===== src/rtl/ordq_pkg.sv =====
`timescale 1ns / 1ps
// ----------------------------------------------------------------------------
// ordq_pkg
// Shared constants and codes for the output-restricted deque.
// ----------------------------------------------------------------------------
package ordq_pkg;

	localparam int CAPACITY = 128;
	localparam int WORD_W   = 32;
	localparam int IDX_W    = (CAPACITY > 2) ? $clog2(CAPACITY) : 1;
	localparam int CNT_W    = $clog2(CAPACITY + 1);
	localparam int OCC_W    = 8;
	localparam int OP_W     = 2;
	localparam int ST_W     = 2;

	// tdata layout of a result, lowest bit first
	localparam int RES_W     = 3 * WORD_W + OCC_W + 2;
	localparam int RES_PAD_W = ((RES_W + 7) / 8) * 8;

	typedef enum logic [OP_W-1:0] {
		OP_PUSH_REAR  = 2'd0,
		OP_PUSH_FRONT = 2'd1,
		OP_POP_FRONT  = 2'd2,
		OP_INSPECT    = 2'd3
	} op_t;

	typedef enum logic [ST_W-1:0] {
		ST_DONE  = 2'd0,
		ST_FULL  = 2'd1,
		ST_EMPTY = 2'd2
	} status_t;

endpackage


===== src/rtl/ordq_ram.sv =====
`timescale 1ns / 1ps
// ----------------------------------------------------------------------------
// ordq_ram
// Simple dual-port RAM, registered read, new data on read-during-write.
// ----------------------------------------------------------------------------
module ordq_ram #(
	parameter int DEPTH  = 128,
	parameter int WIDTH  = 32,
	parameter int ADDR_W = (DEPTH > 2) ? $clog2(DEPTH) : 1
) (
	input  logic              clk,
	input  logic              we,
	input  logic [ADDR_W-1:0] waddr,
	input  logic [WIDTH-1:0]  wdata,
	input  logic              re,
	input  logic [ADDR_W-1:0] raddr,
	output logic [WIDTH-1:0]  rdata
);

	logic [WIDTH-1:0] mem [DEPTH];

	always_ff @(posedge clk) begin
		if (we) begin
			mem[waddr] <= wdata;
		end
	end

	always_ff @(posedge clk) begin
		if (re) begin
			if (we && (waddr == raddr)) begin
				rdata <= wdata;
			end else begin
				rdata <= mem[raddr];
			end
		end
	end

endmodule


===== src/rtl/output_restricted_deque_top.sv =====
`timescale 1ns / 1ps
// ----------------------------------------------------------------------------
// output_restricted_deque_top
// Bounded deque in a ring buffer: push at rear or front, pop at front only.
// ----------------------------------------------------------------------------
// channel  dir  tdata                                   tuser
// s_axis   in   data_in                                 operation
// m_axis   out  popped, front, rear, occupancy, flags   status
//
// One request per cycle unless m_axis stalls; the result is registered.
// Front and rear words live in registers; the word behind the front is
// prefetched from the slot RAM so a pop never waits on its read port.
// Reset clears pointers and count; slot RAM is not cleared.
// A stalled result holds the input register, then s_axis_tready drops.
// ----------------------------------------------------------------------------
module output_restricted_deque_top (
	input  logic                          clk,
	input  logic                          arst_n,
	input  logic                          s_axis_tvalid,
	output logic                          s_axis_tready,
	input  logic [ordq_pkg::WORD_W-1:0]   s_axis_tdata,  // data_in
	input  logic [ordq_pkg::OP_W-1:0]     s_axis_tuser,  // operation
	output logic                          m_axis_tvalid,
	input  logic                          m_axis_tready,
	// popped_word, front_word, rear_word, occupancy, is_empty, is_full, zero pad
	output logic [ordq_pkg::RES_PAD_W-1:0] m_axis_tdata,
	output logic [ordq_pkg::ST_W-1:0]      m_axis_tuser  // status
);

	import ordq_pkg::*;

	typedef struct packed {
		status_t           status;
		logic [WORD_W-1:0] popped;
		logic [WORD_W-1:0] front;
		logic [WORD_W-1:0] rear;
		logic [OCC_W-1:0]  occupancy;
		logic              is_empty;
		logic              is_full;
	} res_t;

	localparam logic [IDX_W-1:0] IDX_LAST = IDX_W'(CAPACITY - 1);
	localparam logic [CNT_W-1:0] CNT_FULL = CNT_W'(CAPACITY);

	// input register
	logic              valid_s1;
	op_t               op_s1;
	logic [WORD_W-1:0] data_s1;

	// result register
	logic valid_s2;
	res_t res_s2;

	// deque state
	logic [IDX_W-1:0]  head_q, tail_q;
	logic [CNT_W-1:0]  count_q;
	logic [WORD_W-1:0] front_q, rear_q;
	logic [WORD_W-1:0] second_word;

	logic              advance;
	logic [IDX_W-1:0]  head_n, tail_n, rd_addr;
	logic [CNT_W-1:0]  count_n;
	logic [WORD_W-1:0] front_n, rear_n;
	logic              mem_we;
	logic [IDX_W-1:0]  mem_waddr;
	res_t              res_n;
	logic              empty_now, full_now;

	function automatic logic [IDX_W-1:0] ring_next(input logic [IDX_W-1:0] i);
		return (i == IDX_LAST) ? '0 : i + 1'b1;
	endfunction

	function automatic logic [IDX_W-1:0] ring_prev(input logic [IDX_W-1:0] i);
		return (i == '0) ? IDX_LAST : i - 1'b1;
	endfunction

	assign advance       = valid_s1 && (!valid_s2 || m_axis_tready);
	assign s_axis_tready = !valid_s1 || advance;

	always_ff @(posedge clk or negedge arst_n) begin
		if (!arst_n) begin
			valid_s1 <= 1'b0;
		end else if (s_axis_tready) begin
			valid_s1 <= s_axis_tvalid;
		end
	end

	always_ff @(posedge clk) begin
		if (s_axis_tready && s_axis_tvalid) begin
			op_s1   <= op_t'(s_axis_tuser);
			data_s1 <= s_axis_tdata;
		end
	end

	assign empty_now = (count_q == '0);
	assign full_now  = (count_q == CNT_FULL);

	always_comb begin
		head_n      = head_q;
		tail_n      = tail_q;
		count_n     = count_q;
		front_n     = front_q;
		rear_n      = rear_q;
		mem_we      = 1'b0;
		mem_waddr   = tail_q;
		res_n.status = ST_DONE;
		res_n.popped = '0;
		unique case (op_s1)
			OP_PUSH_REAR: begin
				if (full_now) begin
					res_n.status = ST_FULL;
				end else begin
					mem_we    = advance;
					mem_waddr = tail_q;
					tail_n    = ring_next(tail_q);
					count_n   = count_q + 1'b1;
					rear_n    = data_s1;
					if (empty_now) begin
						front_n = data_s1;
					end
				end
			end
			OP_PUSH_FRONT: begin
				if (full_now) begin
					res_n.status = ST_FULL;
				end else begin
					head_n    = ring_prev(head_q);
					mem_we    = advance;
					mem_waddr = head_n;
					count_n   = count_q + 1'b1;
					front_n   = data_s1;
					if (empty_now) begin
						rear_n = data_s1;
					end
				end
			end
			OP_POP_FRONT: begin
				if (empty_now) begin
					res_n.status = ST_EMPTY;
				end else begin
					res_n.popped = front_q;
					head_n       = ring_next(head_q);
					count_n      = count_q - 1'b1;
					front_n      = second_word;
				end
			end
			OP_INSPECT: begin
			end
			default: begin
			end
		endcase
		res_n.is_empty  = (count_n == '0);
		res_n.is_full   = (count_n == CNT_FULL);
		res_n.occupancy = OCC_W'(count_n);
		res_n.front     = res_n.is_empty ? '0 : front_n;
		res_n.rear      = res_n.is_empty ? '0 : rear_n;
	end

	// prefetch the slot behind the new front
	assign rd_addr = ring_next(head_n);

	ordq_ram #(
		.DEPTH (CAPACITY),
		.WIDTH (WORD_W),
		.ADDR_W(IDX_W)
	) u_ram (
		.clk  (clk),
		.we   (mem_we),
		.waddr(mem_waddr),
		.wdata(data_s1),
		.re   (advance),
		.raddr(rd_addr),
		.rdata(second_word)
	);

	always_ff @(posedge clk or negedge arst_n) begin
		if (!arst_n) begin
			head_q  <= '0;
			tail_q  <= '0;
			count_q <= '0;
		end else if (advance) begin
			head_q  <= head_n;
			tail_q  <= tail_n;
			count_q <= count_n;
		end
	end

	always_ff @(posedge clk) begin
		if (advance) begin
			front_q <= front_n;
			rear_q  <= rear_n;
		end
	end

	always_ff @(posedge clk or negedge arst_n) begin
		if (!arst_n) begin
			valid_s2 <= 1'b0;
		end else if (advance) begin
			valid_s2 <= 1'b1;
		end else if (m_axis_tready) begin
			valid_s2 <= 1'b0;
		end
	end

	always_ff @(posedge clk) begin
		if (advance) begin
			res_s2 <= res_n;
		end
	end

	assign m_axis_tvalid = valid_s2;
	assign m_axis_tuser  = res_s2.status;
	assign m_axis_tdata  = RES_PAD_W'({res_s2.is_full, res_s2.is_empty, res_s2.occupancy,
		res_s2.rear, res_s2.front, res_s2.popped});

`ifndef SYNTHESIS
	a_count_range: assert property (@(posedge clk) disable iff (!arst_n)
		count_q <= CNT_FULL)
		else $error("count above capacity");

	a_ring_pointers: assert property (@(posedge clk) disable iff (!arst_n)
		(head_q == tail_q) == (count_q == '0 || count_q == CNT_FULL))
		else $error("head/tail inconsistent with count");

	a_pop_count: assert property (@(posedge clk) disable iff (!arst_n)
		advance && op_s1 == OP_POP_FRONT && res_n.status == ST_DONE
		|=> count_q == $past(count_q) - 1'b1)
		else $error("pop did not decrement count");

	a_refused_stable: assert property (@(posedge clk) disable iff (!arst_n)
		advance && res_n.status != ST_DONE
		|=> $stable(count_q) && $stable(head_q) && $stable(tail_q))
		else $error("refused request changed state");
`endif

endmodule

===== config.mk =====
export PLATFORM = sky130hd
export DESIGN_NAME = output_restricted_deque_top
export DESIGN_NICKNAME = d
export VERILOG_FILES = /design/src/rtl/ordq_pkg.sv /design/src/rtl/ordq_ram.sv /design/src/rtl/output_restricted_deque_top.sv
export SDC_FILE = /design/constraint.sdc
export NUM_CORES = 2
export LEC_CHECK = 0
export ABC_CLOCK_PERIOD_IN_PS = 13600
export BUFFER_PORTS_ARGS = -buffer_cell sky130_fd_sc_hd__buf_2
export CORE_AREA = 3 3 539 541
export CTS_BUF_LIST = sky130_fd_sc_hd__clkbuf_8 sky130_fd_sc_hd__clkbuf_16
export CTS_CLUSTER_SIZE = 12
export DETAILED_ROUTE_END_ITERATION = 8
export DIE_AREA = 0 0 542 544
export GPL_TIMING_DRIVEN = 0
export PLACE_DENSITY_LB_ADDON = 0.08
export SLEW_MARGIN = 20
export SYNTH_ARGS = -nofsm -noshare
export SYNTH_HDL_FRONTEND = slang
export SYNTH_HIERARCHICAL = 1
export SYNTH_SLANG_ARGS = --single-unit

===== constraint.sdc =====
create_clock -name clk -period 13.6 [get_ports clk]
set_clock_uncertainty 0.2 [all_clocks]
set_input_delay 0.68 -clock clk [delete_from_list [all_inputs] [get_ports clk]]
set_output_delay 0.68 -clock clk [all_outputs]
set_load 0.01 [all_outputs]

# Word-level counts from Yosys, hierarchy flattened
# Memory sizes are Yosys's and may differ from the RTL's. A register that Yosys moved wholly into a read port is not among the register bits.
# Cells that the tools add are included.
# W data, S select, Z words.
[op_classes]
n_addsub = 6
n_mul = 0
div_mod_pow = 0
magnitude_cmp = 0
n_eq_ne = 7
shift = 0
muxes = 30
n_bitwise = 2
n_reduce_logical = 14
[op_table]
columns = ["op", "n"]
rows = [
  ["$mux W32", 7],
  ["$pmux W32 S3", 1],
  ["$pmux W32 S2", 1],
  ["$mux W7", 8],
  ["$add A7 B1 Y7 const B", 3],
  ["$eq A7 B7 Y1 const B", 3],
  ["$eq A8 B8 Y1 const B", 2],
  ["$logic_not A8 Y1", 2],
  ["$mux W8", 2],
  ["$pmux W8 S2", 1],
  ["$pmux W7 S2", 1],
  ["$add A8 B1 Y8 const B", 1],
  ["$sub A8 B1 Y8 const B", 1],
  ["$logic_not A7 Y1", 1],
  ["$mux W1", 7],
  ["$sub A7 B1 Y7 const B", 1],
  ["$pmux W2 S2", 1],
  ["$reduce_or A2 Y1", 2],
  ["$reduce_and A3 Y1", 1],
  ["$eq A2 B1 Y1 const B", 1],
  ["$eq A2 B2 Y1 const B", 1],
  ["$logic_and A1 B1 Y1", 2],
  ["$logic_not A1 Y1", 2],
  ["$logic_not A2 Y1", 1],
  ["4 further kinds", 6],
]
[word_totals]
register_bits = 230
latchBits = 0
mem_bits_rw = 4096
rom_bits = 0
inputBits = 38
out_inout_bits = 116
word_cells = 76
n_memories = 1
[memory_table]
columns = ["name", "depth", "width", "rd", "rd_clocked_by_memory_dff", "write_ports", "line_no", "rtl"]
rows = [
  ["u_ram.mem", 128, 32, 1, 1, 1, "ordq_ram.sv:20", "logic [WIDTH-1:0] mem [DEPTH];"],
]

# Logic depth before layout (Yosys ltp)
[logic_depth]
ltp_word = 7
depth_mapped = 22
mapped_depth_nobuf = 16

# Modules after synthesis
# The synthesis kept the hierarchy.
[by_module_without_submodules]
columns = ["mod", "instances", "cells_per_inst", "area_each_um2", "seq_area_each_um2"]
rows = [
  ["ordq_ram", 1, 7030, 157862.7, 123958.9],
  ["output_restricted_deque_top", 1, 908, 10943.0, 6786.5],
]

# Worst setup path after synthesis
# OpenSTA, ideal clock, no wires.
[synth_timing]
kind = "input-to-reg"
from = "input m_axis_tready"
to = "register count_q[5]"
setup_ns = 0.096
arrival_ns = 7.631
required_ns = 13.304
path_slack_ns = 5.674
path_stages = 5
n_path_buf = 1
path_cell_list = "nand2b_1 -> nand2_1 -> inv_1 -> clkbuf_1 -> mux2_2"
[synth_between]
elab_chain_len = 2
[synth_rtl]
columns = ["element", "line_no", "rtl"]
rows = [
  ["start: declaration", "output_restricted_deque_top.sv:24", "input logic m_axis_tready,"],
  ["$logic_or A1 B1 Y1", "output_restricted_deque_top.sv:77", "assign advance = valid_s1 && (!valid_s2 || m_axis_tready);"],
  ["$logic_and A1 B1 Y1", "output_restricted_deque_top.sv:77", ""],
  ["via advance", "output_restricted_deque_top.sv:60", "logic advance;"],
  ["end signal: assignment", "output_restricted_deque_top.sv:184", "count_q <= count_n;"],
  ["end: declaration", "output_restricted_deque_top.sv:56", "logic [CNT_W-1:0] count_q;"],
]
# The timed path passes the listed nets, and every way through them passes these cells.
# A chain may end at the register's enable or synchronous reset.

# Final worst setup path
[layout_timing]
from = "register op_s1[0]"
to = "register u_ram.rdata[7], read port of u_ram.mem, data pin"
[layout_between]
elab_chain_len = 4
[layout_rtl]
columns = ["element", "line_no", "rtl"]
rows = [
  ["start: declaration", "output_restricted_deque_top.sv:47", "op_t op_s1;"],
  ["start signal: assignment", "output_restricted_deque_top.sv:90", "op_s1 <= op_t'(s_axis_tuser);"],
  ["$eq A2 B2 Y1 / $eq A2 B1 Y1 (equally long branches)", "output_restricted_deque_top.sv:108", "unique case (op_s1)"],
  ["$pmux W7 S2 (*)", "output_restricted_deque_top.sv:108", ""],
  ["via head_n[0]", "output_restricted_deque_top.sv:61", "logic [IDX_W-1:0] head_n, tail_n, rd_addr;"],
  ["$add A7 B1 Y7 / $eq A7 B7 Y1 (equally long branches)", "output_restricted_deque_top.sv:70", "return (i == IDX_LAST) ? '0 : i + 1'b1;"],
  ["$mux W7 (*)", "output_restricted_deque_top.sv:70", ""],
  ["via rd_addr[2]", "output_restricted_deque_top.sv:61", ""],
  ["end: declaration", "ordq_ram.sv:17", "output logic [WIDTH-1:0] rdata"],
]
# The timed path passes the listed nets; every way through them passes the cells marked *.

==> results.md <==
* Fin. max-slew vios at 0
* Status: completed
* Vias in the first global route at about 88k
* Largest cells by area after synthesis: edfxtp_1 77%, mux4_2 12%, mux2i_1 2.7%
* Required time of the critical path at ~14 ns
* Slowest library cell on the worst path: a32oi_1
* Maximum clock frequency at around 110 MHz
* Drt wl/cell at 36.29 um
* Pwr Density at about 220 nW/um2
* Synth Flop Type: edfxtp_1
* Worst-path cell chain: inv_1 -> ha_1 -> clkbuf_1 -> inv_1 -> a21oi_1 -> a211oi_1 -> a21oi_1 -> ha_1 -> xor2_1 -> buf_4 -> buf_2 -> buf_2 -> buf_1 -> mux4_2 -> o221ai_1 -> o22ai_1 -> a32oi_1 -> o21ai_1
* Lkg Pwr at around 0.064 uW
* Fraction of layout cells with a size suffix above 1 at 0.2582
* Register bit total from synthesis at 4358
* Drt initial violations at 12.38k
* Max FO, Critical Path at 11
* Int Power at 27400 uW
* Inst Count DP at between 10k and 15k
* CP top delay family: compound AO/OA/AOI/OAI gates
* DR pass1 iterations at 6
* Ys Warns at 6
* PnR worst setup slack at 4.365 ns
* First-pass GRT wire length at roughly 660000 um
* Slew HR at 0.1063
* CTS clk-pin slew, worst paths at 0.07 ns
* DRC errors left at 0
* Sw Ratio at 0.3724
* Clock Latency Late Sink at ~0.98 ns
* Total GRT Usage at 0.3213
* ANT nets after route at 0
* Logic pwr share at 0.399
* Max Cap Viol at 0
* Sequential element share of the synthesized area at 0.7745
* Setup_tns at 0 ns
* Nets at 9029
* Number of top-level pins at about 150
* Synth area leader: edfxtp_1
* Critical path class: flop to flop
* Port buffer count at between 100 and 150
* Clock share of power at 0.247
* Chip width at around 540 um
* Syn Inst Count at a little under 8k
* Final setup violation count at 0
* Clock buffers created by TritonCTS at 435
* Type of origin of the critical path: flop
* Num rows at 196
* Setup crit end kind: flop
* Yosys cell types at 70
* H-tree Lvls at 5
* DIE AREA at between 200000 and 300000 um2
* Non-filler instance count after layout at 13.03k
* Peak VDD IR at between 150 and 200 uV
* Via count at about 89k
* Die Y at 544 um
* Hpwl dp at approximately 340000 um
* P_sw at approximately 16000 uW
* Mapped Area at 168800 um2
* GR Overflow Total at 0
* Avg Inst Size Synth at 21.27 um2
* GP Congestion at between 0.9 and 1
* Actual slew at the worst max-slew pin at roughly 1.3 ns
* Ys async rst share at 0.005507
* Core Footprint at around 290000 um2
* Starting density of the core at 0.5914
* Post-Place Worst Slack at 4.768 ns
* Yosys top cell area share at 0.7710
* Sequential Power Share at 0.353
* Area Overhead vs Synth at 15.94%
* CTS Root Cell: clkbuf_16
* Worst hold path class: primary input to async pin
* Drt via density at between 6 and 7
* Part of the cycle the worst path needs at 0.6790
* RSZ-0062 raised after global routing: no
* Cts repair resizes at 0
* Initial antenna violation count at 23
* Final hold violations at 0
* Total power at 43650 uW
* CTS tree: built
* Fin crit period at slightly above 9 ns
* Largest net degree at the start of global routing at 58
* CTS Sinks at 4358
* Crit path DAT at 9.66 ns
* Clock Tree Buf Depth at 4
* WL final at about 470000 um
* Crit-path max cell delay at around 1.1 ns
* Post-synth EDFFs at ~4.3k
* Fin util at 0.6856
* Worst path bufs/invs at 7
layer usage:
| layer | part of all wire | global-route usage |
|---|---|---|
| met1 | 0.38 | 0.4562 |
| met2 | 0.47 | 0.4975 |
| met3 | 0.10 | 0.06604 |
| met4 | 0.048 | 0.1300 |
| met5 | 0.000076 | 0 |
sequential cells by signal, indices dropped and copies added (netlist names):
signal,count
count_q,8
m_axis_tvalid,1
op_s1,2
m_axis_tuser,2
m_axis_tdata,106
front_q,32
rear_q,32
valid_s1,1
tail_q,7
head_q,7
data_s1,32
u_ram/mem,4096
u_ram/rdata,32
synth_stat cells, types with 36 or more instances:
cell      count
mux2i_1     450
edfxtp_1   4334
a211oi_1    127
o21ai_0      84
nand2_1     126
clkbuf_1    276
o22ai_1     163
nor4_1       37
a221o_1      37
o221ai_1     66
nor2_1      188
a21oi_1     118
buf_2       120
mux2_2       55
mux4_2      896
nor3_1       78
nor2b_1     118
a22oi_1     117
a22o_1       39
o31a_1       38
buf_4        50
o21ai_1      36
final timing paths:
check,start,to,slack (ns),cells past startpoint
setup / recovery,op_s1[0]$_DFFE_PP_,u_ram/rdata[7]$_DFFE_PP_,4.37,18
hold / removal,arst_n,valid_s1$_DFFE_PN0N_,0.14,2
setup reg to reg,op_s1[0]$_DFFE_PP_,u_ram/rdata[7]$_DFFE_PP_,4.37,18
hold reg to reg,valid_s1$_DFFE_PN0N_,m_axis_tvalid$_DFFE_PN0P_,0.30,1
max in group asynchronous,arst_n,count_q[5]$_DFFE_PN0P_,12.49,2
min in group clk,s_axis_tdata[20],data_s1[20]$_DFFE_PP_,0.23,2
cell type report:
| type | count | area, um2 |
|---|---|---|
| flip-flops and latches | 4358 | 130700 |
| fillers | 17844 | 89750 |
| multi-input cells | 3026 | 36490 |
| clock buffers | 444 | 11080 |
| repair buffers | 599 | 8533 |
| well taps | 3762 | 4707 |
| plain buffers | 496 | 2395 |
| clock inverters | 260 | 1470 |
| inverters | 63 | 236.5 |
| diodes | 21 | 52.55 |
what timing repair did:
action | 4_1_cts | 5_1_grt
endpoints found under the hold margin | 63 | 0
hold buffers | 38 | 0
setup buffers | 0 | 0
placed cells by master, fill, tap and decap left out, drive strengths merged, types with 12 or more instances in the layout:
cell type / instances
edfxtp: 4334
mux4: 896
buf: 778
clkbuf: 723
mux2i: 450
nor2: 188
o22ai: 163
clkinv: 157
inv: 156
a211oi: 127
nand2: 126
o21ai: 122
a21oi: 118
nor2b: 118
a22oi: 117
nor3: 79
o221ai: 66
mux2: 55
a22o: 39
nor4: 39
o31a: 38
dlygate4sd3: 38
a221o: 37
and2: 34
a32oi: 34
nand3: 28
dfrtp: 24
o2bb2ai: 23
diode: 21
a222oi: 14
xnor2: 14
ha: 12
power by group through the flow:
| stage | clock network, uW | logic, uW | registers, uW |
|---|---|---|---|
| after floorplan | 0 | 9690 | 15800 |
| after global placement | 0 | 16300 | 16000 |
| after detailed placement | 0 | 17100 | 15700 |
| after CTS | 10900 | 17200 | 15400 |
| after global routing | 11500 | 17900 | 15400 |
| final | 10800 | 17400 | 15400 |
cells by family (layout without fill, tap and decap cells):
family | Yosys count | after routing | share of synthesized area
buffers and inverters | 559 | 1862 | 0.01541
XOR/XNOR | 20 | 20 | 0.001038
AND/OR/NAND/NOR | 665 | 665 | 0.01963
other | 1 | 27 | 0.00002221
multiplexers | 1401 | 1401 | 0.1499
adder cells (fa/ha/maj) | 12 | 12 | 0.0008894
flip-flops | 4358 | 4358 | 0.7745
AO/OA/AOI/OAI | 922 | 922 | 0.03859
stage by stage:
step	area, um2	hold slack, ns
2_1_floorplan	168800	0.1844
3_3_place_gp	174300	0.2708
3_5_place_dp	182700	0.2854
4_1_cts	195600	0.1307
5_1_grt	195700	0.1632
6_report	195700	0.1360
No activity file was read; power rests on OpenSTA's default activity.
